`config.mk`:
```
export PLATFORM = sky130hd
export DESIGN_NAME = lcw_queue
export DESIGN_NICKNAME = d
export VERILOG_FILES = /design/src/rtl/lcw_pkg.sv /design/src/rtl/lcw_queue.sv
export SDC_FILE = /design/constraint.sdc
export NUM_CORES = 1
export LEC_CHECK = 0
export BUFFER_PORTS_ARGS = -buffer_cell sky130_fd_sc_hd__buf_2
export CORE_MARGIN = 10
export CORE_UTILIZATION = 40
export DETAILED_ROUTE_END_ITERATION = 6
export PLACE_DENSITY_LB_ADDON = 0.25
export SYNTH_ARGS = -nofsm -noshare
export SYNTH_HDL_FRONTEND = slang
export SYNTH_SLANG_ARGS = --single-unit
```
`constraint.sdc`:
```
create_clock -name i_clk -period 4.4 [get_ports i_clk]
set_clock_uncertainty 0.05 [all_clocks]
set_input_delay 0.66 -clock i_clk [delete_from_list [all_inputs] [get_ports i_clk]]
set_output_delay 0.66 -clock i_clk [all_outputs]
set_load 0.02 [all_outputs]
```
`src/rtl/lcw_pkg.sv`:
```
// ----------------------------------------------------------------------------
// lcw_pkg
// shared types and constants for the format80 decompressor
// ----------------------------------------------------------------------------
package lcw_pkg;

    localparam int unsigned LCW_OUT_DEPTH = 65536;
    localparam int unsigned LCW_QDEPTH    = 2;

    typedef struct packed {
        logic        operation;
        logic        first;
        logic [7:0]  data_byte;
        logic [15:0] read_addr;
    } t_lcw_in;

    typedef struct packed {
        logic [7:0]  read_data;
        logic [16:0] produced;
        logic [1:0]  status;
    } t_lcw_out;

    localparam logic [0:0] OP_PUSH = 1'b0;
    localparam logic [0:0] OP_READ = 1'b1;

    localparam logic [1:0] ST_RUN = 2'd0;
    localparam logic [1:0] ST_LEN = 2'd1;
    localparam logic [1:0] ST_END = 2'd2;
    localparam logic [1:0] ST_BAD = 2'd3;

    typedef enum logic [2:0] {
        PH_FIRST, PH_CMD, PH_LIT, PH_CNT_LO, PH_CNT_HI, PH_FILLVAL, PH_POS_LO, PH_POS_HI
    } t_phase;

    // back-end job kinds
    typedef enum logic [2:0] {
        JB_NONE, JB_READ, JB_LIT, JB_FILL, JB_COPY
    } t_job_kind;

    typedef struct packed {
        t_job_kind   kind;
        logic [15:0] addr;
        logic [7:0]  value;
        logic [16:0] count;
    } t_job;

    typedef enum logic [2:0] {
        BK_IDLE, BK_RD, BK_RDWAIT, BK_CPRD, BK_CPWR, BK_OUT
    } t_bstate;

endpackage

```
`src/rtl/lcw_queue.sv`:
```
// ----------------------------------------------------------------------------
// lcw_queue
// short job queue between parser and store engine
// ----------------------------------------------------------------------------
module lcw_queue import lcw_pkg::*; (
    input  logic        i_clk,
    input  logic        i_rst_n,
    input  logic        i_valid,
    output logic        o_stall,
    input  t_job        i_job,
    input  logic [16:0] i_wp,
    input  logic [1:0]  i_status,
    output logic        o_valid,
    input  logic        i_pop,
    output t_job        o_job,
    output logic [16:0] o_wp,
    output logic [1:0]  o_status
);

    typedef struct packed {
        t_job        job;
        logic [16:0] wp;
        logic [1:0]  st;
    } t_qent;

    t_qent      r_mem [LCW_QDEPTH];
    logic       r_wr, r_rd;
    logic [1:0] r_cnt;
    logic       push, pop;

    assign o_stall  = (r_cnt == 2'(LCW_QDEPTH));
    assign push     = i_valid && !o_stall;
    assign o_valid  = (r_cnt != 2'd0);
    assign pop      = i_pop && o_valid;
    assign o_job    = r_mem[r_rd].job;
    assign o_wp     = r_mem[r_rd].wp;
    assign o_status = r_mem[r_rd].st;

    always_ff @(posedge i_clk) begin
        if (push) r_mem[r_wr] <= '{job: i_job, wp: i_wp, st: i_status};
    end

    always_ff @(posedge i_clk) begin
        if (!i_rst_n) begin
            r_wr <= 1'b0; r_rd <= 1'b0; r_cnt <= 2'd0;
        end else begin
            if (push) r_wr <= ~r_wr;
            if (pop)  r_rd <= ~r_rd;
            r_cnt <= r_cnt + 2'(push) - 2'(pop);
        end
    end

endmodule

```
After elaboration in Yosys (flattened, before gate mapping)
Memory sizes are Yosys's and may differ from the RTL's. A register that Yosys moved wholly into a read port is not among the register bits.
Cells that the tools add are included.

cells by class
  $add $sub $neg = 2
  equal/unequal tests = 1
  mux-type cells = 4
  bitwise operators = 2
  reductions and logical operators = 4

operators with widths
  operator              number
  $mux W1               4
  $add A2 B1 Y2         1
  $eq A2 B2 Y1 const B  1
  $logic_and A1 B1 Y1   2
  $not A1 Y1            2
  $reduce_bool A2 Y1    1
  $sub A2 B1 Y2         1
  $logic_not A1 Y1      1

word-level totals
  register bits after elaboration = 4
  RAM bits = 126
  input bits = 67
  output and inout bits = 65
  word-level logic and storage cells = 17
  memories kept = 1

memories
  memory  depth  bits a word  read ports  clocked after memory_dff  write ports  RTL line         source
  r_mem   2      63           1           1                         1            lcw_queue.sv:26  t_qent r_mem [LCW_QDEPTH];

Longest topological paths before layout
Gate-level depths: netlist of run 1.

  depth in word-level cells = 5
  depth in mapped cells = 8
  gate-level depth less buffers = 8

Worst setup path before layout of run 1
Ideal clock, no wire load.

  path kind = input-to-reg
  from = in i_valid
  to = mem r_mem[0][0] in the netlist's numbering (enable)
  setup time = 484 ps
  arrival = 3,388 ps
  required time = 3,866 ps
  setup slack = 478 ps
  stages = 2
  buffers on the path = 0
  path through = nand2_1 nor2_1

between the ends
  longest elaborated chain between the ends = 3

ends and longest elaborated chain
  item                           RTL line         source
  start, declared                lcw_queue.sv:8   input logic i_valid,
  $logic_and A1 B1 Y1            lcw_queue.sv:32  assign push = i_valid && !o_stall;
  $mux W1                        lcw_queue.sv:40  if (push) r_mem[r_wr] <= '{job: i_job, wp: i_wp, st: i_status};
  $mux W1 (not written as such)  lcw_queue.sv:40
  end, declared                  lcw_queue.sv:26

Every way passes these cells.

==> results of run 1 <==
==> worst max-delay path: stages, from the launching register on <==
cell     delay, ps
dfxtp_4        820
buf_4          420
mux2_4         330
buf_2          160
==> cells by family (layout without fill, tap and decap cells) <==
group	Yosys count	in the layout	synth area share (%)
xor+xnor	3	3	0.5170
compound gates	1	1	0.1477
fa+ha+maj	2	2	0.4922
mux	64	64	18.58
flops	131	131	76.40
buf+inv	10	169	2.806
simple gates	11	11	1.058
other cells	0	1	0
==> metal layers <==
| metal | up-vias | wire, um |
|---|---|---|
| met2 | 89 | 4371 |
| met5 | - | 0 |
| li1 | 1165 | - |
| met1 | 1190 | 3993 |
| met4 | 0 | 182 |
| met3 | 15 | 769 |
==> worst min-delay path by stage <==
stage	cells past startpoint	from	to
final	1	i_job[43]	r_mem[1][62]$_DFFE_PP_
after global routing	1	i_wp[6]	r_mem[0][8]$_DFFE_PP_
after CTS	1	i_job[43]	r_mem[1][62]$_DFFE_PP_
after detailed placement	2	r_rd$_SDFFE_PN0P_	flop
after global placement	2	r_rd$_SDFFE_PN0P_	r_rd$_SDFFE_PN0P_
after floorplan	2	r_wr$_SDFFE_PN0N_	r_wr$_SDFFE_PN0N_
==> registers in the layout (all words and copies together), names as in the netlist, named ones only <==
name	flops
r_cnt	2
r_mem	126
r_wr	1
r_rd	1
==> power breakdown <==
group | total, mW | internal, mW | switching (mW)
logic | 1.01 | 0.473 | 0.533
registers | 1.68 | 1.57 | 0.109
clock network | 1.36 | 0.879 | 0.476
total | 4.04 | 2.92 | 1.12
==> cell usage in the layout (no fill, tap or decap), drive strengths merged <==
| cell | instances |
|---|---|
| and2 | 1 |
| and3 | 1 |
| buf | 134 |
| bufinv | 3 |
| clkbuf | 20 |
| clkinv | 7 |
| clkinvlp | 2 |
| dfxtp | 5 |
| diode | 1 |
| edfxtp | 126 |
| ha | 2 |
| inv | 3 |
| mux2 | 63 |
| mux2i | 1 |
| nand2 | 2 |
| nand2b | 2 |
| nor2 | 4 |
| o21a | 1 |
| or2 | 1 |
| xnor2 | 2 |
| xor2 | 1 |
==> area by class of cell <==
class / count / area [um2] / share of cell area [%]
clock buffers: 20 / 436.7 / 6.768
diodes: 1 / 2.502 / 0.03878
repair buffers: 134 / 690.7 / 10.70
well taps: 172 / 215.2 / 3.335
multi-input cells: 81 / 1070 / 16.58
clock inverters: 12 / 138.9 / 2.152
flip-flops and latches: 131 / 3887 / 60.25
inverters: 3 / 11.26 / 0.1745
==> through the flow <==
step	hold slack (ps)	instances
after floorplan	404.9	222
after global placement	446.0	521
after detailed placement	447.7	521
after CTS	361.4	553
after global routing	365.5	553
final	383.5	554
==> load_flow_metrics.sql, run 1 <==
INSERT INTO impl_metrics (metric_group, metric, value, unit) VALUES
('logic_synthesis', 'post_synth_num_cell_types', '18', ''),
('global_routing', 'grt.total_usage', '10.74', '%'),
('status', 'run_status', 'complete, no violations', ''),
('timing', 'final-max-slew-violation-count', '0', ''),
('die', 'boundary_pin_count', '132', ''),
('cts', 'cts.path.max_buffers', '2', ''),
('die', 'rows', '41', ''),
('placed_design', 'detailed_place.area', '5874', 'um2'),
('setup_path', 'timing.reg2reg.setup_slack', '2390', 'ps'),
('routing', 'vias', '2459', ''),
('setup_path', 'critical_path.max_fanout', '39', ''),
('logic_synthesis', 'synth_largest_type_area_fraction', '74.43', '%'),
('timing', 'unrepaired_setup_endpoints_after_global_routing', 'false', ''),
('placed_design', 'dp_slack', '1896', 'ps'),
('cts', 'worst_path_clk_slew', '60', 'ps'),
('power_and_ir_drop', 'static-leakage-power', '2.555', 'nW'),
('timing', 'timing.final.crit_share', '64.86', '%'),
('logic_synthesis', 'dominant_cell_by_count_in_the_synthesized_netlist', 'edfxtp_1', ''),
('setup_path', 'required_time_worst_endpoint', '3690', 'ps'),
('timing', 'fmax', '350.4', 'MHz'),
('setup_path', 'worstSetupPathType', 'reg -> out', ''),
('routing', 'drt_pre_antenna_iters', '4', ''),
('setup_path', 'end_kind', 'output port', ''),
('global_routing', 'overflow', '0', ''),
('cts', 'cts_setup_buffers', '0', ''),
('cells_and_area', 'fillCellCount', '1063', ''),
('cts', 'cts.sink_count', '131', ''),
('global_routing', 'globalRouteMet3Util', '5.678', '%'),
('cells_and_area', 'number_of_nets_at_the_end_of_the_flow', '437', ''),
('timing', 'setup_slack', '1546', 'ps'),
('logic_synthesis', 'synth.largest_area_cell', 'edfxtp_1', ''),
('die', 'die_height', '132.7', 'um'),
('cts', 'worstSkewPairLatency', '410', 'ps'),
('worst_hold_path', 'hp-class', 'in -> reg', ''),
('global_routing', 'grt_antenna_before_repair', '1', ''),
('cts', 'cts_tree', 'built', ''),
('setup_path', 'timing.rr.start', 'r_cnt[0]$_SDFF_PN0_', ''),
('timing', 'setup_viol', '0', ''),
('logic_synthesis', 'post_synth_most_frequent_cells', 'edfxtp_1 (126), mux2_4 (60), buf_12 (6), dfxtp_1 (5), nor2_1 (4)', ''),
('logic_synthesis', 'synthCells', '222', ''),
('run', 'max_cap_viol_count', '0', ''),
('power_and_ir_drop', 'report.power.total', '4.042', 'mW'),
('timing', 'tightestPinTransition', '893.8', 'ps'),
('logic_synthesis', 'synth.avg_cell_area', '22.90', 'um2'),
('logic_synthesis', 'asyncSetResetFlopFracSynth', '0', '%'),
('global_routing', 'grt_start_max_net_pins', '64', ''),
('placed_design', 'numPortBuffers', '131', ''),
('cts', 'holdBufCountCts', '0', ''),
('cts', 'ctsResizeCount', '0', ''),
('timing', 'min_period', '2854', 'ps'),
('cts', 'cts.root.buffer_cell', 'clkbuf_16', ''),
('routing', 'detailedRoute.firstIterationViolations', '99', ''),
('die', 'core', '12520', 'um2'),
('routing', 'detail-route-antenna-nets', '0', ''),
('die', 'initial_utilization', '40.61', '%'),
('logic_synthesis', 'synth-edff-count', '126', ''),
('die', 'chip_width', '132.7', 'um'),
('cts', 'cts_made_buffers', '17', ''),
('power_and_ir_drop', 'irDropWorstVdd', '0.3547', 'mV'),
('cts', 'cts_htree_levels', '4', ''),
('setup_path', 'timing.reg2reg.worst_path_depth', '4', ''),
('logic_synthesis', 'postSynthRegisterBits', '131', ''),
('logic_synthesis', 'synthesis.yosys.warnings', '0', ''),
('timing', 'report.final.hold_viol_count', '0', ''),
('logic_synthesis', 'ys.flop_type', 'edfxtp_1', ''),
('timing', 'slew_headroom', '40.42', '%'),
('routing', 'avgRoutedWirePerCell', '16.82', 'um'),
('routing', 'drt-total-wl', '9318', 'um'),
('global_routing', 'met1_usage', '11.89', '%'),
('setup_path', 'arrival', '2140', 'ps'),
('die', 'fp.dieArea', '17620', 'um2');
(Power assumes the default switching activity.)
==> inputs of run 2 (changes only) <==
--- a/config.mk
+++ b/config.mk
@@ -5,6 +5,7 @@
 export SDC_FILE = /design/constraint.sdc
 export NUM_CORES = 1
 export LEC_CHECK = 0
+export ABC_AREA = 1
 export BUFFER_PORTS_ARGS = -buffer_cell sky130_fd_sc_hd__buf_2
 export CORE_MARGIN = 10
 export CORE_UTILIZATION = 40
==> constraint.sdc (replaced) <==
create_clock -name i_clk -period 2.7 [get_ports i_clk]
set_clock_uncertainty 0.05 [all_clocks]
set_input_delay 0.405 -clock i_clk [delete_from_list [all_inputs] [get_ports i_clk]]
set_output_delay 0.405 -clock i_clk [all_outputs]
set_load 0.02 [all_outputs]
==> run 2 against run 1 <==
Die area increased by 0.17%. Largest cell class unchanged. Cell area grew 1.7%. Total power up 70%. Critical path depth unchanged. Sequential share of layout area is 0.99 points lower. Routed wire length rose by 1.0%. Highest routed layer unchanged. Worst setup slack got worse by 1100 ps. Combinational power rose by 67%. Critical endpoint is now o_wp[2]. Register-to-register slack worse by 1300 ps. Worst hold slack worse by 250 ps. Sequential cell count unchanged. First-iteration DRC count shrank 1.0%.
==> load_flow_metrics.sql, run 2 <==
INSERT INTO impl_metrics (metric_group, metric, value, unit) VALUES
('status', 'run_status', 'complete, no violations', ''),
('cts', 'cts_tree', 'built', ''),
('setup_path', 'crit_path_max_incr_delay', '640', 'ps'),
('logic_synthesis', 'post_synth_most_frequent_cells', 'edfxtp_1 (126), mux2_4 (60), nand2_1 (9), inv_1 (8), nor2_1 (8)', ''),
('timing', 'slew_headroom', '64.43', '%'),
('setup_path', 'critical-path-slowest-cell', 'dfxtp_4', ''),
('cts', 'cts_htree_levels', '4', ''),
('die', 'rows', '41', ''),
('placed_design', 'detailed_place.area', '5914', 'um2'),
('cells_and_area', 'mostFrequentLayoutCells', 'buf_2 (131), edfxtp_1 (126), mux2_4 (60), clkbuf_16 (17), nand2_1 (9)', ''),
('setup_path', 'end_kind', 'output port', ''),
('routing', 'detailedRoute.firstIterationViolations', '98', ''),
('worst_hold_path', 'hp-class', 'in -> reg', ''),
('cts', 'worst_path_clk_slew', '50', 'ps'),
('timing', 'final-max-slew-violation-count', '0', ''),
('setup_path', 'required_time_worst_endpoint', '2250', 'ps'),
('setup_path', 'critical_path.max_fanout', '24', ''),
('routing', 'vias_per_inst', '4.434', ''),
('cells_and_area', 'largest_register_ff_count', '126', ''),
('logic_synthesis', 'synth.avg_cell_area', '21.86', 'um2'),
('setup_path', 'cp-start-kind', 'flop', ''),
('cells_and_area', 'drive_above_1_share', '57.97', '%'),
('placed_design', 'numPortBuffers', '131', ''),
('die', 'fp.dieArea', '17650', 'um2'),
('cts', 'cts.sink_count', '131', ''),
('timing', 'tightestPinTransition', '533.5', 'ps'),
('cells_and_area', 'diodes', '0', ''),
('worst_hold_path', 'worst_hold_start', 'i_wp[16]', ''),
('cells_and_area', 'number_of_nets_at_the_end_of_the_flow', '451', ''),
('logic_synthesis', 'ys.flop_type', 'edfxtp_1', ''),
('die', 'chip_width', '132.8', 'um'),
('logic_synthesis', 'synth.area.top_cells', 'edfxtp_1 (74%), mux2_4 (18%), buf_12 (2.4%)', ''),
('logic_synthesis', 'synthCells', '233', ''),
('cells_and_area', 'largest_register', 'r_mem', ''),
('routing', 'vias', '2514', ''),
('timing', 'setup_slack', '421.2', 'ps'),
('timing', 'min_period', '2279', 'ps'),
('cells_and_area', 'layout_top_registers', 'r_mem (126), r_cnt (2)', ''),
('run', 'max_cap_viol_count', '0', ''),
('logic_synthesis', 'seq_area_frac_synth', '76.25', '%'),
('cts', 'holdBufCountCts', '0', ''),
('logic_synthesis', 'dominant_cell_by_count_in_the_synthesized_netlist', 'edfxtp_1', ''),
('cts', 'cts.root.buffer_cell', 'clkbuf_16', ''),
('global_routing', 'grt_antenna_before_repair', '0', ''),
('routing', 'avgRoutedWirePerCell', '16.60', 'um'),
('cells_and_area', 'final_cell_count_without_fillers', '567', ''),
('setup_path', 'worstSetupPathType', 'reg -> out', ''),
('logic_synthesis', 'postSynthRegisterBits', '131', ''),
('placed_design', 'globalplace.congestion', '0.6896', ''),
('die', 'boundary_pin_count', '132', ''),
('cts', 'cts_made_buffers', '17', ''),
('timing', 'unrepaired_setup_endpoints_after_global_routing', 'false', ''),
('setup_path', 'crit_chain', 'buf_12 > mux2_4 > buf_2', ''),
('cells_and_area', 'stdcell_area', '6560', 'um2'),
('timing', 'fmax', '438.8', 'MHz'),
('routing', 'detailroute.wirelength.met2', '4476', 'um'),
('logic_synthesis', 'synth_fp_nets', '302', ''),
('setup_path', 'path_buf_inv', '2', ''),
('power_and_ir_drop', 'report.power.total', '6.884', 'mW'),
('logic_synthesis', 'synth.cell_area', '5094', 'um2'),
('logic_synthesis', 'synthesis.yosys.warnings', '0', ''),
('routing', 'drt-total-wl', '9415', 'um'),
('cts', 'cts_setup_buffers', '0', ''),
('setup_path', 'timing.rr.start', 'r_cnt[0]$_SDFF_PN0_', ''),
('die', 'initial_utilization', '40.53', '%'),
('setup_path', 'critPathTopFamily', 'flip-flops', ''),
('timing', 'report.final.hold_viol_count', '0', ''),
('power_and_ir_drop', 'irDropWorstVdd', '0.5736', 'mV'),
('global_routing', 'overflow', '0', ''),
('global_routing', 'grt.total_usage', '11.07', '%'),
('setup_path', 'arrival', '1820', 'ps'),
('power_and_ir_drop', 'pwr_density_cell', '1049', 'nW/um2'),
('logic_synthesis', 'post_synth_num_cell_types', '12', ''),
('routing', 'detail-route-antenna-nets', '0', ''),
('routing', 'route.met3.wl', '806', 'um'),
('timing', 'setup_viol', '0', ''),
('cts', 'worstSkewPairLatency', '410', 'ps'),
('logic_synthesis', 'synth.largest_area_cell', 'edfxtp_1', ''),
('logic_synthesis', 'synth-edff-count', '126', ''),
('timing', 'tns', '0', 'ps'),
('cts', 'ctsResizeCount', '0', ''),
('power_and_ir_drop', 'static-leakage-power', '2.634', 'nW'),
('logic_synthesis', 'synth_largest_type_area_fraction', '74.28', '%'),
('timing', 'timing.final.crit_share', '84.40', '%'),
('global_routing', 'grt_start_max_net_pins', '38', ''),
('cts', 'cts.path.max_buffers', '2', ''),
('routing', 'top_signal_layer_used', 'met4', ''),
('routing', 'm1WireLength', '4020', 'um'),
('placed_design', 'dp_hpwl', '6548', 'um'),
('global_routing', 'grt_pass1_vias', '2895', ''),
('routing', 'drc', '0', ''),
('die', 'die_height', '132.8', 'um'),
('routing', 'drt_pre_antenna_iters', '4', ''),
('global_routing', 'grt_first_pass_wirelength', '14880', 'um'),
('die', 'core', '12570', 'um2'),
('cells_and_area', 'syn_to_final_growth', '28.79', '%'),
('cells_and_area', 'fillCellCount', '1058', ''),
('logic_synthesis', 'asyncSetResetFlopFracSynth', '0', '%'),
('cells_and_area', 'layout_commonest_cell', 'buf_2', ''),
('placed_design', 'place_inst', '535', ''),
('placed_design', 'dp_slack', '811.3', 'ps');
run 2: changes by cell type in the layout (fill, tap and decap cells not counted), moves of 3 or more:
cell,previous run,this run
inv_1,3,7
bufinv_16,3,6
nor2_1,3,7
nand2_1,2,9
nand3_1,0,3
run 2: area by class of cell:
type	count	area, um2	area share (%)
tap	172	215.2	3.281
clock buffer	19	432.9	6.599
clock inverter	13	212.7	3.242
timing repair buffer	137	725.7	11.06
multi-input combinational	87	1056	16.10
inverter	8	30.03	0.4578
sequential	131	3887	59.26
run 2: cells by family after synthesis:
| group | Yosys count | share of synthesized area [%] |
|---|---|---|
| muxes | 63 | 18.35 |
| AOI/OAI and AO/OA | 2 | 0.1965 |
| buffers and inverters | 15 | 3.169 |
| DFF | 131 | 76.25 |
| and+or+nand+nor | 20 | 1.547 |
| adders and majority gates | 2 | 0.4912 |
run 2: worst register-to-register path: cells and delay by family (launching register included):
family        cells  cell delay, ps
buf+inv           2             500
flops             1             340
simple gates      3             330
run 2: path summary, 6_finish.rpt:
| check | endpoint | slack, ps | depth (start not counted) |
|---|---|---|---|
| worst max-delay path | o_wp[2] | 420 | 3 |
| worst min-delay path | r_mem[0][18]$_DFFE_PP_ | 130 | 1 |
| worst max register to register | r_mem[0][13]$_DFFE_PP_ | 1080 | 5 |
| worst min register to register | flop | 470 | 2 |
run 2: routing by layer:
| metal | track usage (%) | up-vias |
|---|---|---|
| met1 | 12.07 | 1209 |
| li1 | - | 1201 |
| met4 | 5.807 | 0 |
| met5 | 0 | - |
| met3 | 5.602 | 9 |
| met2 | 17.32 | 95 |
run 2: metrics by stage:
step,hold slack (ps),utilization (%)
finish,133.3,52.20
global route,109.8,52.20
CTS,112.3,52.20
detailed placement,444.2,47.06
global placement,439.1,47.06
floorplan,417.5,-
run 2: where the power goes:
| part | switching [mW] | internal [mW] |
|---|---|---|
| clock network | 0.776 | 1.71 |
| logic | 0.928 | 0.757 |
| registers | 0.132 | 2.58 |
