==> src/rtl/lcw_pkg.sv <==
// ----------------------------------------------------------------------------
// lcw_pkg
// shared types and constants for the format80 decompressor
// ----------------------------------------------------------------------------
package lcw_pkg;

    localparam int unsigned LCW_OUT_DEPTH = 65536;
    localparam int unsigned LCW_QDEPTH    = 2;

    typedef struct packed {
        logic        operation;
        logic        first;
        logic [7:0]  data_byte;
        logic [15:0] read_addr;
    } t_lcw_in;

    typedef struct packed {
        logic [7:0]  read_data;
        logic [16:0] produced;
        logic [1:0]  status;
    } t_lcw_out;

    localparam logic [0:0] OP_PUSH = 1'b0;
    localparam logic [0:0] OP_READ = 1'b1;

    localparam logic [1:0] ST_RUN = 2'd0;
    localparam logic [1:0] ST_LEN = 2'd1;
    localparam logic [1:0] ST_END = 2'd2;
    localparam logic [1:0] ST_BAD = 2'd3;

    typedef enum logic [2:0] {
        PH_FIRST, PH_CMD, PH_LIT, PH_CNT_LO, PH_CNT_HI, PH_FILLVAL, PH_POS_LO, PH_POS_HI
    } t_phase;

    // back-end job kinds
    typedef enum logic [2:0] {
        JB_NONE, JB_READ, JB_LIT, JB_FILL, JB_COPY
    } t_job_kind;

    typedef struct packed {
        t_job_kind   kind;
        logic [15:0] addr;
        logic [7:0]  value;
        logic [16:0] count;
    } t_job;

    typedef enum logic [2:0] {
        BK_IDLE, BK_RD, BK_RDWAIT, BK_CPRD, BK_CPWR, BK_OUT
    } t_bstate;

endpackage

==> src/rtl/lcw_front.sv <==
// ----------------------------------------------------------------------------
// lcw_front
// command parser: tracks stream state and issues jobs to the back end
// ----------------------------------------------------------------------------
module lcw_front import lcw_pkg::*; #(
    parameter int unsigned OUT_DEPTH = LCW_OUT_DEPTH
) (
    input  logic        i_clk,
    input  logic        i_rst_n,
    input  logic [16:0] i_out_length,
    input  logic        i_valid,
    output logic        o_stall,
    input  t_lcw_in     i_item,
    output logic        o_job_valid,
    input  logic        i_job_stall,
    output t_job        o_job,
    output logic [16:0] o_wp,
    output logic [1:0]  o_status
);

    localparam logic [16:0] DepthW = 17'(OUT_DEPTH);

    logic [16:0] r_wp, n_wp;
    logic        r_rel, n_rel;
    t_phase      r_ph, n_ph;
    logic [7:0]  r_cmd, n_cmd;
    logic [15:0] r_cnt, n_cnt;
    logic [7:0]  r_slo, n_slo;
    logic [1:0]  r_st, n_st;
    logic [16:0] eff, room, clipped;
    logic [15:0] cnt_in;
    logic [16:0] pos, from;
    logic        rel_m;
    logic        go;
    t_job        job;

    assign o_stall     = i_job_stall;
    assign go          = i_valid && !i_job_stall;
    assign o_job_valid = go;
    assign o_job       = job;
    assign o_wp        = n_wp;
    assign o_status    = n_st;

    assign eff  = (i_out_length > DepthW) ? DepthW : i_out_length;

    always_comb begin
        logic [16:0] wp0;
        logic [1:0]  st0;
        wp0   = i_item.first ? 17'd0 : r_wp;
        st0   = i_item.first ? ST_RUN : r_st;
        n_wp  = r_wp;
        n_rel = r_rel;
        n_ph  = r_ph;
        n_cmd = r_cmd;
        n_cnt = r_cnt;
        n_slo = r_slo;
        n_st  = r_st;
        room  = (wp0 < eff) ? (eff - wp0) : 17'd0;
        cnt_in = 16'd0;
        pos   = 17'd0;
        rel_m = 1'b0;
        from  = 17'd0;
        clipped = 17'd0;
        job.kind  = JB_NONE;
        job.addr  = i_item.read_addr;
        job.value = i_item.data_byte;
        job.count = 17'd0;
        if (i_item.operation == OP_READ) begin
            job.kind = JB_READ;
        end else begin
            if (i_item.first) begin
                n_wp = 17'd0; n_rel = 1'b0; n_ph = PH_FIRST; n_cmd = 8'd0;
                n_cnt = 16'd0; n_slo = 8'd0; n_st = ST_RUN;
            end
            if (st0 != ST_RUN) begin
            end else if (wp0 >= eff) begin
                n_st = ST_LEN;
            end else begin
                // classify
                unique case (r_ph == PH_FIRST && !i_item.first ? PH_FIRST :
                             (i_item.first ? PH_FIRST : r_ph))
                    PH_FIRST, PH_CMD: begin
                        if ((i_item.first || r_ph == PH_FIRST) && i_item.data_byte == 8'd0) begin
                            n_rel = 1'b1;
                            n_ph  = PH_CMD;
                        end else begin
                            if (i_item.first || r_ph == PH_FIRST) n_rel = 1'b0;
                            n_cmd = i_item.data_byte;
                            if (!i_item.data_byte[7]) begin
                                n_ph = PH_POS_LO;
                            end else if (!i_item.data_byte[6]) begin
                                if (i_item.data_byte[5:0] == 6'd0) begin
                                    n_st = ST_END;
                                end else begin
                                    n_cnt = {10'd0, i_item.data_byte[5:0]};
                                    n_ph  = PH_LIT;
                                end
                            end else if (i_item.data_byte[7:1] == 7'h7F) begin
                                n_ph = PH_CNT_LO;
                            end else begin
                                n_ph = PH_POS_LO;
                            end
                        end
                    end
                    PH_LIT: begin
                        job.kind  = JB_LIT;
                        job.addr  = wp0[15:0];
                        job.count = 17'd1;
                        n_wp  = wp0 + ((wp0 < DepthW) ? 17'd1 : 17'd0);
                        n_cnt = r_cnt - 16'd1;
                        if (n_cnt == 16'd0) begin
                            n_ph = PH_CMD;
                            if (n_wp >= eff) n_st = ST_LEN;
                        end else if (n_wp >= eff) begin
                            n_st = ST_LEN;
                        end
                    end
                    PH_CNT_LO: begin
                        n_cnt = {8'd0, i_item.data_byte};
                        n_ph  = PH_CNT_HI;
                    end
                    PH_CNT_HI: begin
                        n_cnt = {i_item.data_byte, r_cnt[7:0]};
                        n_ph  = (r_cmd == 8'hFE) ? PH_FILLVAL : PH_POS_LO;
                    end
                    PH_FILLVAL: begin
                        clipped   = ({1'b0, r_cnt} > room) ? room : {1'b0, r_cnt};
                        job.kind  = JB_FILL;
                        job.addr  = wp0[15:0];
                        job.count = clipped;
                        n_wp = wp0 + clipped;
                        n_ph = PH_CMD;
                        if (n_wp >= eff) n_st = ST_LEN;
                    end
                    default: begin
                        if (r_ph == PH_POS_LO && r_cmd[7]) begin
                            n_slo = i_item.data_byte;
                            n_ph  = PH_POS_HI;
                        end else begin
                            if (r_ph == PH_POS_LO) begin
                                pos    = {5'd0, r_cmd[3:0], i_item.data_byte};
                                rel_m  = 1'b1;
                                cnt_in = {13'd0, r_cmd[6:4]} + 16'd3;
                            end else begin
                                pos    = {1'b0, i_item.data_byte, r_slo};
                                rel_m  = r_rel;
                                cnt_in = (r_cmd == 8'hFF) ? r_cnt
                                                          : ({10'd0, r_cmd[5:0]} + 16'd3);
                            end
                            if (rel_m ? (pos > wp0) : (pos >= wp0)) begin
                                n_st = ST_BAD;
                            end else begin
                                from      = rel_m ? (wp0 - pos) : pos;
                                clipped   = ({1'b0, cnt_in} > room) ? room : {1'b0, cnt_in};
                                job.kind  = JB_COPY;
                                job.addr  = from[15:0];
                                job.value = 8'd0;
                                job.count = clipped;
                                n_wp = wp0 + clipped;
                                n_ph = PH_CMD;
                                if (n_wp >= eff) n_st = ST_LEN;
                            end
                        end
                    end
                endcase
            end
        end
    end

    always_ff @(posedge i_clk) begin
        if (!i_rst_n) begin
            r_wp <= '0; r_rel <= 1'b0; r_ph <= PH_FIRST; r_cmd <= '0;
            r_cnt <= '0; r_slo <= '0; r_st <= ST_RUN;
        end else if (go && i_item.operation == OP_PUSH) begin
            r_wp <= n_wp; r_rel <= n_rel; r_ph <= n_ph; r_cmd <= n_cmd;
            r_cnt <= n_cnt; r_slo <= n_slo; r_st <= n_st;
        end
    end

endmodule

==> config.mk <==
export PLATFORM = sky130hd
export DESIGN_NAME = lcw_front
export DESIGN_NICKNAME = d
export VERILOG_FILES = /design/src/rtl/lcw_pkg.sv /design/src/rtl/lcw_front.sv
export SDC_FILE = /design/constraint.sdc
export NUM_CORES = 1
export LEC_CHECK = 0
export BUFFER_PORTS_ARGS = -buffer_cell sky130_fd_sc_hd__buf_2
export CELL_PAD_IN_SITES_DETAIL_PLACEMENT = 0
export CELL_PAD_IN_SITES_GLOBAL_PLACEMENT = 1
export CORE_ASPECT_RATIO = 0.6
export CORE_MARGIN = 4
export CORE_UTILIZATION = 45
export CTS_CLUSTER_DIAMETER = 80
export DETAILED_ROUTE_END_ITERATION = 12
export GPL_TIMING_DRIVEN = 0
export HOLD_SLACK_MARGIN = 0.05
export MAX_ROUTING_LAYER = met4
export PLACE_DENSITY_LB_ADDON = 0.1
export SLEW_MARGIN = 30
export SYNTH_ARGS = -nofsm -noshare
export SYNTH_HDL_FRONTEND = slang
export SYNTH_SLANG_ARGS = --single-unit
==> constraint.sdc <==
create_clock -name i_clk -period 15.25 [get_ports i_clk]
set_input_delay 3.05 -clock i_clk [delete_from_list [all_inputs] [get_ports i_clk]]
set_output_delay 3.05 -clock i_clk [all_outputs]
set_load 0.03 [all_outputs]
; ---- Yosys cells after proc, flatten, opt, wreduce, memory -nomap -nowiden
; Cells that the tools add are included.
; Widths: inputs -> output; s select.
[totals]
ff_bits = 55
inputBits = 47
elab_cells = 152
[op_classes]
n_addsub = 8
magnitude_cmp = 11
n_eq_ne = 10
mux = 94
bitwise_logic = 1
reduce_logical = 20
[ops]
columns = cell, n
row1 = $mux 16, 16
row2 = $mux 17, 15
row3 = $mux 44, 4
row4 = $pmux 17 s3, 2
row5 = $mux 8, 11
row6 = $ge 17x17->1, 5
row7 = $pmux 16 s4, 1
row8 = $pmux 19 s3, 1
row9 = $mux 41, 1
row10 = $mux 3, 13
row11 = $add 17x17->17, 2
row12 = $gt 16x17->1, 2
row13 = $mux 2, 14
row14 = $add 17x1->17, 1
row15 = $gt 17x17->1, 1
row16 = $gt 17x17->1 const B, 1
row17 = $lt 17x17->1, 1
row18 = $lt 17x17->1 const B, 1
row19 = $sub 17x17->17, 1
row20 = $eq 8x8->1 const B, 2
row21 = $logic_not 16->1, 1
row22 = $sub 16x1->16 const B, 1
row23 = $sub 16x16->16, 1
row24 = $pmux 3 s5, 1
row25 = 22 further kinds, 45

; ---- Logic depth before layout (Yosys ltp)
; Gate-level depths: netlist of run 1.
[depth]
word_depth = 20
depth_mapped = 41
depth_no_buf = 40

; ---- Least setup slack after synthesis of run 1
; OpenSTA, ideal clock, no wires.
[synth_path]
kind = input to output
start = in i_item[24] (netlist name)
end = out o_status[0]
arrival_time_ns = 10.773
t_required_ns = 12.200
slack_ns = 1.427
stages = 37
path_buffers = 4
path_cell_list = buf_4 clkbuf_1 nor2b_1 inv_1 ha_1 nand3_1 or2_0 a2111o_1 o21a_2 a21boi_2 buf_2 nand2_1 ha_1 a21o_1 a211oi_1 o211ai_1 o211ai_1 a21oi_4 buf_6 o21ai_0 inv_1 ha_1 a21o_1 a221oi_1 a22oi_1 a311oi_1 o21bai_1 a21o_1 xor2_1 ha_1 nand3_1 nor3_1 nand2_1 nor4_1 nor3b_1 o32ai_1 a22o_1
[synth_via]
elab_chain_len = 14
elab_cells_between_ends = 49
classes_between = 4 x add/sub / 10 x order compare / 5 x eq/ne / 22 x mux / 8 x reduce/logical
[synth_lines]
columns = item, line
row1 = start: declaration, lcw_front.sv:13  ; input t_lcw_in i_item,
row2 = $mux 17, lcw_front.sv:49  ; wp0 = i_item.first ? 17'd0 : r_wp;
row3 = $sub 17x17->17 / $lt 17x17->1 (equally long branches), lcw_front.sv:58  ; room = (wp0 < eff) ? (eff - wp0) : 17'd0;
row4 = $mux 17, lcw_front.sv:58
row5 = $gt 16x17->1, lcw_front.sv:154  ; clipped = ({1'b0, cnt_in} > room) ? room : {1'b0, cnt_in};
row6 = $mux 17, lcw_front.sv:154
row7 = $add 17x17->17, lcw_front.sv:159  ; n_wp = wp0 + clipped;
row8 = $ge 17x17->1, lcw_front.sv:161  ; if (n_wp >= eff) n_st = ST_LEN;
row9 = $mux 2, lcw_front.sv:161
row10 = $mux 2, lcw_front.sv:150  ; if (rel_m ? (pos > wp0) : (pos >= wp0)) begin
row11 = $mux 2, lcw_front.sv:136  ; if (r_ph == PH_POS_LO && r_cmd[7]) begin
row12 = $pmux 2 s4, lcw_front.sv:80  ; unique case (r_ph == PH_FIRST && !i_item.first ? PH_FIRST :
row13 = $mux 2, lcw_front.sv:76  ; end else if (wp0 >= eff) begin
row14 = $mux 2 (*), lcw_front.sv:75  ; if (st0 != ST_RUN) begin
row15 = $mux 2 (*), lcw_front.sv:68  ; if (i_item.operation == OP_READ) begin
row16 = end: declaration, lcw_front.sv:18  ; output logic [1:0] o_status
; Mark *: on every way between the ends. The rest lies on a longest branch, timed or not.

; ---- Worst setup path in the final report of run 1
; Ends and elaborated chain as after synthesis.

==> results.py, run 1 <==
metrics = {
    "grt": {
        "first_global_vias": 12640,
        "grt_start_max_net_pins": 18,
        "grt_pass1_wl_mm": 85.08,
        "gr-usage-met3_pct": 18.33,
        "antenna_found_initial": 2,
        "met2_usage_pct": 51.26,
        "grt.total_usage_pct": 40.98,
        "grt_use_met1_pct": 58.58,
        "top_usage_layer": "met1",
        "grt-ovfl-total": 0,
    },
    "worst_setup_path": {
        "rr_startpoint": "r_wp[16]",
        "path_class": "in -> out",
        "cp_top_family": "compound AO/OA/AOI/OAI gates",
        "cp-end-kind": "primary output",
        "slowest_stage": "fa_1",
        "crit_arrival_ps": 12030,
        "crit_top_cell": "a21oi_1",
        "worstPathMaxFanout": 10,
        "cp_slowest_stage_delay_ps": 460,
        "rr_endpoint": "r_st[0]",
        "required_ps": 12200,
        "worst-r2r-setup-slack_ps": 6380,
        "critPathBufInv": 6,
        "critPathLaunchType": "input port",
        "ff2ff_path_depth": 36,
    },
    "cts": {
        "cts-hold-fix-buffers": 0,
        "cts_root_buf": "clkbuf_16",
        "clockBufferDepth": 2,
        "cts_htree_levels": 2,
        "clkTransAtPathRegs_ps": 80,
        "cts_buffers": 5,
        "worst_skew_pair.late_latency_ps": 330,
        "cts_tree": "yes",
        "cts.sinks": 55,
    },
    "power_and_ir_drop": {
        "pwr-share-seq_pct": 25.2,
        "swShare_pct": 47.74,
        "p_per_area_mw_per_mm2": 45.28,
        "combPwrFrac_pct": 52.9,
        "p_leak_nw": 6.048,
        "vdd_drop_max_v": 0.00004003,
        "switchingPower_mw": 0.2857,
        "p_int_mw": 0.3127,
        "clkPwrFrac_pct": 21.9,
    },
    "hold_path": {
        "worstHoldStart": "r_slo[0]",
        "hold_end": "r_slo[0]",
        "hold_depth": 2,
        "hp-class": "reg -> reg",
    },
    "synth": {
        "synth_edf_count": 0,
        "ys_seq_area_share_pct": 9.551,
        "syn_area_mm2": 0.01153,
        "syn_avg_cell_area_um2": 6.987,
        "synthArstFlopShare_pct": 0,
        "yosys_register_bits": 55,
        "synthCells": 1650,
        "synth_top_flop_cell": "dfxtp_1",
        "ys_types": 94,
        "yosys_warnings": 0,
        "syn_nets": 1870,
    },
    "sta": {
        "finalWorstSetupSlack_ps": 168.6,
        "finalSetupViolations": 0,
        "fin_crit_sh_pct": 98.89,
        "tightest_slew_ps": 983.3,
        "max_freq_ghz": 0.06631,
        "fin_skew_ps": 13.36,
        "relSlewSlack_pct": 34.20,
        "drv_slew": 0,
        "finalHoldViolations": 0,
        "period_needed_ps": 15080,
    },
    "final_layout": {
        "fin_cells": 2119,
        "area_growth_pct": 14.63,
        "final_nets": 2007,
        "final.fill_count": 2581,
        "drive_gt1_share_pct": 15.88,
        "stdcell_area_mm2": 0.01322,
        "most-common-layout-cells": "165 x nand2_1, 163 x ha_1, 143 x nor2_1",
        "mostFrequentLayoutCell": "nand2_1",
    },
    "detailed_routing": {
        "drc": 0,
        "drt-vias-per-instance": 6.754,
        "drtIter0Drc": 2390,
        "routedWlPerCell_um": 28.13,
        "ant_nets": 0,
        "postRouteWirelength_mm": 59.62,
        "drtPass1Iterations": 7,
        "vias": 14310,
    },
    "place": {
        "gp_congestion": 1.068,
        "dp.cells": 2086,
        "post_dp_cell_area_mm2": 0.01249,
        "port_buffers": 107,
        "place_hpwl_mm": 47.48,
        "dp_worst_setup_slack_ps": -2084,
    },
    "job": {
        "cap_viol_max_count": 0,
    },
    "floorplanning": {
        "rows": 45,
        "dieArea_mm2": 0.02833,
        "start_util_pct": 45.70,
        "die_y_um": 132.0,
        "die_w_um": 214.6,
        "ios": 112,
        "fp.coreArea_mm2": 0.02522,
    },
    "outcome": {
        "status": "finished clean",
    },
}
[power by group through the flow]
stage / clock (mW) / combinational [mW] / sequential (mW)
floorplan: 0 / 0.190 / 0.152
global placement: 0 / 0.282 / 0.153
detailed placement: 0 / 0.284 / 0.154
CTS: 0.131 / 0.293 / 0.150
global route: 0.136 / 0.337 / 0.151
finish: 0.131 / 0.317 / 0.151
[cells in the mapped netlist, types with 23 or more instances]
| cell type | instances | share of area (%) |
|---|---|---|
| a21oi_1 | 144 | 6.3 |
| a22o_1 | 31 | 2.4 |
| nand2_1 | 181 | 5.9 |
| a21o_1 | 29 | 1.9 |
| o21ai_0 | 126 | 5.5 |
| ha_1 | 169 | 18 |
| xor2_1 | 23 | 1.7 |
| clkbuf_1 | 51 | 1.7 |
| inv_1 | 87 | 2.8 |
| nand3_1 | 41 | 1.8 |
| dfxtp_1 | 55 | 9.6 |
| a211oi_1 | 26 | 1.7 |
| xnor2_1 | 49 | 3.7 |
| nor3_1 | 50 | 2.2 |
| nor2_1 | 144 | 4.7 |
[per-layer routing]
| metal | up-vias | part of all wire [%] |
|---|---|---|
| met4 | 0 | 2.9 |
| met2 | 1062 | 36 |
| met5 | - | 0 |
| li1 | 6386 | - |
| met1 | 6746 | 44 |
| met3 | 117 | 17 |
[logic make-up (layout without fill, tap and decap cells)]
kind of cell | after synthesis | count (layout) | share of synthesized area [%]
and+or+nand+nor | 580 | 580 | 24.25
AOI/OAI and AO/OA | 563 | 563 | 32.47
buffers and inverters | 175 | 313 | 6.338
adders and majority gates | 174 | 174 | 19.12
xor gates and xnor gates | 73 | 73 | 5.611
DFF | 55 | 55 | 9.551
muxes | 29 | 29 | 2.626
other | 1 | 3 | 0.03253
[registers in the layout (all words and copies together), names as in the netlist]
register / cells
r_wp: 17
r_cnt: 16
r_cmd: 8
r_slo: 8
r_ph: 3
r_st: 2
r_rel: 1
[worst max path at each step]
stage	from	to	slack (ps)	cells after the start
after floorplan	i_item[24]	o_status[0]	1430	37
after global placement	i_item[24]	o_status[0]	-2160	39
after detailed placement	i_item[24]	o_status[0]	-2080	39
after CTS	i_item[24]	o_status[0]	30	40
after global routing	i_out_length[3]	o_status[0]	-140	40
final	i_item[24]	o_status[0]	170	39
[worst min-delay path: cells and delay by family (launching register included)]
| family | cells | cell delay, ps |
|---|---|---|
| flip-flops | 1 | 330 |
| AO/OA/AOI/OAI | 2 | 150 |
[area by class of cell]
type	count	area (um^2)	share of cell area [%]
Clock buffer	5	125.1	0.9468
Sequential cell	55	1101	8.332
Clock inverter	3	20.02	0.1515
Buffer	79	397.9	3.011
Antenna cell	2	5.005	0.03787
Timing Repair Buffer	130	708.2	5.359
Tap cell	329	411.6	3.115
Multi-Input combinational cell	1420	10070	76.19
Inverter	96	377.9	2.859
[through the flow]
step | TNS [ps] | hold slack (ps) | total power [mW] | utilization [%]
final | 0 | 514.1 | 0.5984 | 52.39
after global placement | -9230 | 493.8 | 0.4355 | 49.46
after detailed placement | -7983 | 495.5 | 0.4371 | 49.51
after global routing | -137.6 | 552.4 | 0.6240 | 52.39
after floorplan | 0 | 467.0 | 0.3421 | -
after CTS | 0 | 514.2 | 0.5745 | 50.93
[timing repair]
action | in CTS | in global routing
setup endpoints to repair | 15 | 1
gates resized for setup | 39 | 63
buffers inserted | 7 | 16
pin swaps | 3 | 15
Note: power is estimated with default switching activity, not from simulation.
==> inputs of run 2 (changes only) <==
==> constraint.sdc (replaced) <==
create_clock -name i_clk -period 15.25 [get_ports i_clk]
set_input_delay 0.7625 -clock i_clk [delete_from_list [all_inputs] [get_ports i_clk]]
set_output_delay 0.7625 -clock i_clk [all_outputs]
set_load 0.03 [all_outputs]
==> run 2 against run 1 <==
Compared with the run above: critical path depth is 1 lower; core utilization is 2.2 points lower; critical path type unchanged; clock skew grew 0.82 ps; clock-buffer cell count did not move; via count decreased by 1.8%; final area fell by 4.3%; largest cell class unchanged; sequential share of layout area increased by 0.37 points; power down 3.1%.
==> results.py, run 2 (synthesized netlist as in run 1, its figures left out) <==
metrics = {
    "worst_setup_path": {
        "worstPathMaxFanout": 10,
        "ff2ff_path_depth": 34,
        "slowest_stage": "nor2b_2",
        "worst-r2r-setup-slack_ps": 4360,
        "rr_endpoint": "r_st[0]",
        "required_ps": 14490,
        "cp-end-kind": "primary output",
        "path_class": "in -> out",
        "cp_slowest_stage_delay_ps": 640,
        "crit_arrival_ps": 12060,
        "rr_startpoint": "r_wp[10]",
        "critPathLaunchType": "input port",
    },
    "sta": {
        "finalHoldViolations": 0,
        "fin_tns_setup_ps": 0,
        "fin_skew_ps": 14.18,
        "relSlewSlack_pct": 31.56,
        "finalSetupViolations": 0,
        "max_freq_ghz": 0.07798,
        "hold_slack_ps": 514.1,
        "drv_slew": 0,
        "tightest_slew_ps": 1023,
        "rsz0062_at_grt": "no",
        "finalWorstSetupSlack_ps": 2427,
        "fin_crit_sh_pct": 84.09,
        "period_needed_ps": 12820,
    },
    "place": {
        "place_hpwl_mm": 47.48,
        "post_dp_cell_area_mm2": 0.01249,
        "gp_congestion": 1.068,
        "port_buffers": 107,
        "dp.cells": 2086,
        "dp_worst_setup_slack_ps": 2491,
    },
    "floorplanning": {
        "die_w_um": 214.6,
        "rows": 45,
        "ios": 112,
        "fp.coreArea_mm2": 0.02522,
        "start_util_pct": 45.70,
        "dieArea_mm2": 0.02833,
        "die_y_um": 132.0,
    },
    "final_layout": {
        "stdcell_area_mm2": 0.01265,
        "drive_gt1_share_pct": 10.99,
        "final_nets": 1984,
        "most-common-layout-cells": "181 x nand2_1, 169 x ha_1, 144 x a21oi_1",
        "largest_register_ffs": 17,
        "multi_input_area_mm2": 0.009717,
        "mostFrequentLayoutCell": "nand2_1",
        "fin_cells": 2097,
        "top_register": "r_wp",
        "seq_area_mm2": 0.001101,
        "final.fill_count": 2638,
        "reg_top3": "r_wp x17, r_cnt x16",
        "area_growth_pct": 9.714,
        "post-route-util_pct": 50.14,
    },
    "detailed_routing": {
        "routedWlPerCell_um": 27.94,
        "drtPass1Iterations": 10,
        "vias": 14050,
        "drc": 0,
        "postRouteWirelength_mm": 58.59,
        "drt-vias-per-instance": 6.702,
        "drtIter0Drc": 2395,
        "ant_nets": 0,
    },
    "cts": {
        "worst_skew_pair.late_latency_ps": 340,
        "cts-hold-fix-buffers": 0,
        "clockBufferDepth": 2,
        "cts_buffers": 5,
        "cts_htree_levels": 2,
        "cts_root_buf": "clkbuf_16",
        "cts_resized": 0,
        "clkTransAtPathRegs_ps": 90,
        "cts_tree": "yes",
        "postCtsSetupBuffers": 0,
        "cts.sinks": 55,
    },
    "grt": {
        "grt_start_max_net_pins": 18,
        "grt-ovfl-total": 0,
        "grt_pass1_wl_mm": 84.51,
        "antenna_found_initial": 2,
        "first_global_vias": 12580,
        "grt.total_usage_pct": 40.74,
    },
    "power_and_ir_drop": {
        "p_per_area_mw_per_mm2": 45.82,
        "vdd_drop_max_v": 0.00004002,
        "p_leak_nw": 5.831,
        "power_mw": 0.5796,
    },
    "hold_path": {
        "hold_end": "r_slo[0]",
        "worstHoldStart": "r_slo[0]",
        "hp-class": "reg -> reg",
        "hold_depth": 2,
    },
    "outcome": {
        "status": "finished clean",
    },
    "job": {
        "cap_viol_max_count": 0,
    },
}
## run 2: worst max path at each step
stage,start,to,slack (ps),cells past startpoint
2_1_floorplan,i_item[24],o_status[0],6000,37
3_3_place_gp,i_item[24],o_status[0],2410,39
3_5_place_dp,i_item[24],o_status[0],2490,39
4_1_cts,i_item[24],o_status[0],2430,39
5_1_grt,i_item[24],o_status[0],1960,39
6_report,i_item[24],o_status[0],2430,38
## run 2: power by group
group | switching, mW | total [mW] | internal, mW | leakage, nW
Clock | 0.0711 | 0.132 | 0.0612 | 0.0658
Combinational | 0.202 | 0.297 | 0.0943 | 5.32
Sequential | 0.00399 | 0.150 | 0.146 | 0.445
Total | 0.278 | 0.580 | 0.302 | 5.83
## run 2: area by class of cell
class                      instances  share of cell area [%]
sequential                        55                   8.705
antenna                            3                 0.05935
tap                              329                   3.255
timing repair buffer             107                   4.234
inverter                          96                   2.869
buffer                            79                   2.908
multi-input combinational       1420                   76.82
clock buffer                       5                  0.9892
clock inverter                     3                  0.1583
## run 2: critical path: cells and delay by family
kind                     cells  cell delay, ps
AO/OA/AOI/OAI               21            5730
XOR/XNOR                     1             560
adder cells (fa/ha/maj)      4            1590
buffers and inverters        8            2020
AND/OR/NAND/NOR              4            1340
## run 2: metal layers
layer / global-route usage [%] / wire [um] / part of all wire, % / vias up
met5: - / 0 / 0 / -
met4: 9.320 / 1440 / 2.5 / 0
met3: 18.82 / 10040 / 17 / 97
met2: 51.19 / 21400 / 37 / 992
met1: 57.88 / 25700 / 44 / 6621
li1: - / - / - / 6344
